$ cat src/design/frc_pkg.sv
package frc_pkg;

  // Ring geometry
  localparam int NUM_FRAMES  = 16;
  localparam int FRAME_BYTES = 256;

  // Field widths fixed by the port list
  localparam int CMD_W  = 4;
  localparam int TS_W   = 32;
  localparam int BYTE_W = 8;
  localparam int CNT_W  = 9;

  // Derived widths
  localparam int SLOT_W     = $clog2(NUM_FRAMES);
  localparam int OFF_W      = $clog2(FRAME_BYTES);
  localparam int LEN_W      = $clog2(FRAME_BYTES + 1);
  localparam int CMP_W      = (LEN_W > CNT_W) ? LEN_W : CNT_W;
  localparam int BADDR_W    = SLOT_W + OFF_W;
  localparam int BYTE_DEPTH = 2 ** BADDR_W;

  typedef logic [SLOT_W-1:0] slot_t;

  typedef enum logic [CMD_W-1:0] {
    CMD_RESET     = 4'd0,
    CMD_START_RX  = 4'd1,
    CMD_START_TX  = 4'd2,
    CMD_STORE     = 4'd3,
    CMD_REMOVE    = 4'd4,
    CMD_ABORT     = 4'd5,
    CMD_END_VALID = 4'd6,
    CMD_END_GAP   = 4'd7,
    CMD_READ      = 4'd8,
    CMD_RELEASE   = 4'd9
  } cmd_t;

  // Per-slot metadata; a slot's valid bit doubles as its started flag
  typedef struct packed {
    logic [TS_W-1:0]  start_ts;
    logic [TS_W-1:0]  end_ts;
    logic [LEN_W-1:0] len;
    logic             tx;
    logic             gap;
    logic             ok;
    logic             ready;
  } meta_t;

  localparam int META_W = $bits(meta_t);

  typedef enum logic [1:0] {
    ST_IDLE,
    ST_EXEC,
    ST_POST
  } state_t;

  // Controller to datapath commands
  typedef struct packed {
    logic latch;
    logic exec;
    logic fetch;
  } ctl_t;

  function automatic slot_t next_slot(slot_t s);
    next_slot = (s == slot_t'(NUM_FRAMES - 1)) ? '0 : slot_t'(s + 1'b1);
  endfunction

endpackage

$ cat src/design/frc_ctrl.sv
module frc_ctrl (
  input  logic          clk,
  input  logic          rst_n,
  input  logic          start,
  output logic          busy,
  output frc_pkg::ctl_t ctl,
  output logic          out_strobe
);

  import frc_pkg::*;

  state_t state_r, state_nxt;
  logic   strobe_r, strobe_nxt;

  // State and strobe registers
  always_ff @(posedge clk) begin
    if (!rst_n) begin
      state_r  <= ST_IDLE;
      strobe_r <= 1'b0;
    end else begin
      state_r  <= state_nxt;
      strobe_r <= strobe_nxt;
    end
  end

  // Next state and commands: execute, then fetch the updated slots
  always_comb begin
    busy       = (state_r == ST_EXEC);
    ctl.latch  = start && !busy;
    ctl.exec   = (state_r == ST_EXEC);
    ctl.fetch  = (state_r == ST_POST);
    strobe_nxt = (state_r == ST_POST);
    state_nxt  = state_r;
    case (state_r)
      ST_IDLE: begin
        if (start) state_nxt = ST_EXEC;
      end
      ST_EXEC: begin
        state_nxt = ST_POST;
      end
      ST_POST: begin
        state_nxt = start ? ST_EXEC : ST_IDLE;
      end
      default: begin
        state_nxt = ST_IDLE;
      end
    endcase
  end

  assign out_strobe = strobe_r;

endmodule

$ cat config.mk
export PLATFORM = sky130hd
export DESIGN_NAME = frc_ctrl
export DESIGN_NICKNAME = d
export VERILOG_FILES = /design/src/design/frc_pkg.sv /design/src/design/frc_ctrl.sv
export SDC_FILE = /design/constraint.sdc
export NUM_CORES = 1
export LEC_CHECK = 0
export ABC_AREA = 1
export BUFFER_PORTS_ARGS = -buffer_cell sky130_fd_sc_hd__buf_2
export CAP_MARGIN = 20
export CORE_AREA = 2 2 39 41
export CTS_CLUSTER_DIAMETER = 200
export DETAILED_ROUTE_END_ITERATION = 10
export DIE_AREA = 0 0 41 43
export PLACE_DENSITY_LB_ADDON = 0.1
export SYNTH_ARGS = -nofsm -noshare
export SYNTH_HDL_FRONTEND = slang
export SYNTH_SLANG_ARGS = --single-unit
export TNS_END_PERCENT = 50
$ cat constraint.sdc
create_clock -name clk -period 1.3 [get_ports clk]
set_input_delay 0.13 -clock clk [delete_from_list [all_inputs] [get_ports clk]]
set_output_delay 0.13 -clock clk [all_outputs]
set_load 0.01 [all_outputs]
==> run metrics <==
area delta synth->final 52.0%; P_sw 0.0604 mW; number of max-cap violations 0; final setup fails 0; power per cell area 1460 nW/µm²; Worst EP arrival 890 ps; global-route wire length before repair 476 µm; Synth Register Bits 3; Final Slew Violations 0; antenna cell count 0; layout cells sized above 1 40.7%; actual slew at the worst max-slew pin 115 ps; flop2flop setup slack between 600 and 700 ps; Fin Clk Skew 2.72 ps; Setup TNS 0 ps; period utilization 78.4%; peak supply drop 652 µV; WL per Instance slightly above 6 µm; Starting DRT DRC Count 0; total track usage 4.41%; Critical path buffers and inverters 3; CP max stage delay 320 ps; FP Rows 14; Detail Route Antenna Nets 0; IO Port Bufs 7; Top delay family on crit path flip-flops; Die ar. 1760 µm²; Core Util, Final 14.0%; Fin. Hold Viols 0; vias per inst 2.91; Die H 43 µm; root buf cell clkbuf_4; Max Fanout on Critical Path 2; Die X 41 µm; mapped cell area 128 µm²; RSZ-0062 raised after global routing no; Setup crit end kind output port; Reg clk slew, reported paths 30 ps; hold buffers post-CTS 0; Crit-path slowest cell dfxtp_1; Worst EP required 1170 ps; CP most frequent cell inv_1; core area 1380 µm²; mean area per synthesized cell 7.09 µm²; Crit Path Category flop to output port; Synth cell types 7; Hold/Removal Path Class primary input to flop; r2r endpoint state_r[1]; clock power share between 50 and 60%; Min-Delay Path Depth 3; Seq/Total Area, Yosys 47.1%; Setup WS pre-CTS 511 ps; DRC viols 0; Mapped Cells 18; largest net degree at the start of global routing 5; IO Count 8; grt total ovfl 0; Worst Setup SP state_r[1]; cts repair resizes 0; worst rel slew slack 92.3%; Critical Path Source Type flop; Num CTS Buffers 3; worst hold endpoint state_r[0]; routed wire length between 200 and 300 µm; Static Leak 0.118 nW; worst skew pair latency between 200 and 250 ps; Placer Congestion 0.628; hold_sp start; crit-path cells inv_1, nand2_1, inv_1, buf_2; Comb pwr share 9.0%; Final Critical Period 1020 ps; Max Root-Sink Buffers 2; worst r2r path cells 3; DR pass1 iterations 1; CTS sink cnt 3; synth warn 0; CTS H-Tree Depth 1; Sequential Power Share roughly a third; dpl hpwl 222 µm; FF-to-FF Start state_r[1]; Net count, final 31; synthesized net count 21; FMAX slightly below 1000 MHz; Initial Util 9.22%; Sw Share 21.4%; initial antenna violation count 0; status finished clean; internal power 0.222 mW; via count between 100 and 150; setup bufs post-CTS 0; vias in the first global route 124; CTS tree yes; final setup margin 280 ps
-- Yosys cell counts (all sizes together) --
cell | number | area share [%]
inv | 6 | 18
dfxtp | 3 | 47
nand2 | 3 | 8.8
nor2 | 3 | 11
buf | 2 | 12
a21oi | 1 | 3.9
-- state kept, by name (all words and copies together), names as in the netlist --
name,count
out_strobe,1
state_r,2
-- worst max path at each step --
| stage | to | slack, ps | cells past startpoint |
|---|---|---|---|
| final | busy | 280 | 4 |
| after global routing | busy | 170 | 3 |
| after CTS | busy | 260 | 4 |
| after detailed placement | busy | 510 | 4 |
| after global placement | ctl[1] | 510 | 4 |
| after floorplan | ctl[1] | 520 | 3 |
-- final cells by class --
cell class | count | area, µm²
repair buffers | 7 | 35.0
clock buffers | 4 | 26.3
multi-input cells | 7 | 30.0
well taps | 16 | 20.0
fillers | 159 | 1190
inverters | 6 | 22.5
flip-flops and latches | 3 | 60.1
-- tightest hold or removal path: cells and delay by family --
kind / cells / cell delay [ps]
buffers and inverters: 1 / 100
and+or+nand+nor: 2 / 80
-- cell families after synthesis --
logic type | Yosys count | share of synthesized area [%]
buffers and inverters | 8 | 29.4
DFF | 3 | 47.1
AOI/OAI and AO/OA | 1 | 3.92
and+or+nand+nor | 6 | 19.6
-- metrics by stage --
stage	hold WS [ps]	power (mW)	instances	area, µm²
after floorplan	244	0.117	18	128
after global placement	366	0.126	39	168
after detailed placement	369	0.126	39	168
after CTS	126	0.292	43	194
after global routing	133	0.306	43	194
final	132	0.282	43	194
-- cell usage in the layout (no fill, tap or decap) --
master,Yosys,routed
buf_2,0,7
inv_1,6,6
nand2_1,3,3
clkbuf_4,0,3
dfxtp_1,3,3
nor2_1,2,2
a21oi_1,1,1
nor2_2,1,1
clkbuf_1,0,1
-- per-layer routing --
metal / global-route usage [%] / wire length [µm]
met1: 4.79 / 98
met2: 5.31 / 113
met3: 6.28 / 52
met4: 0 / 0
met5: 0 / 0
-- power groups by stage --
stage | Sequential [mW] | Clock, mW | Combinational [mW]
6_report | 0.0987 | 0.158 | 0.0254
5_1_grt | 0.0996 | 0.177 | 0.0294
4_1_cts | 0.0987 | 0.167 | 0.0265
3_5_place_dp | 0.100 | 0 | 0.0262
3_3_place_gp | 0.0998 | 0 | 0.0263
2_1_floorplan | 0.100 | 0 | 0.0172
(Power assumes the default switching activity.)
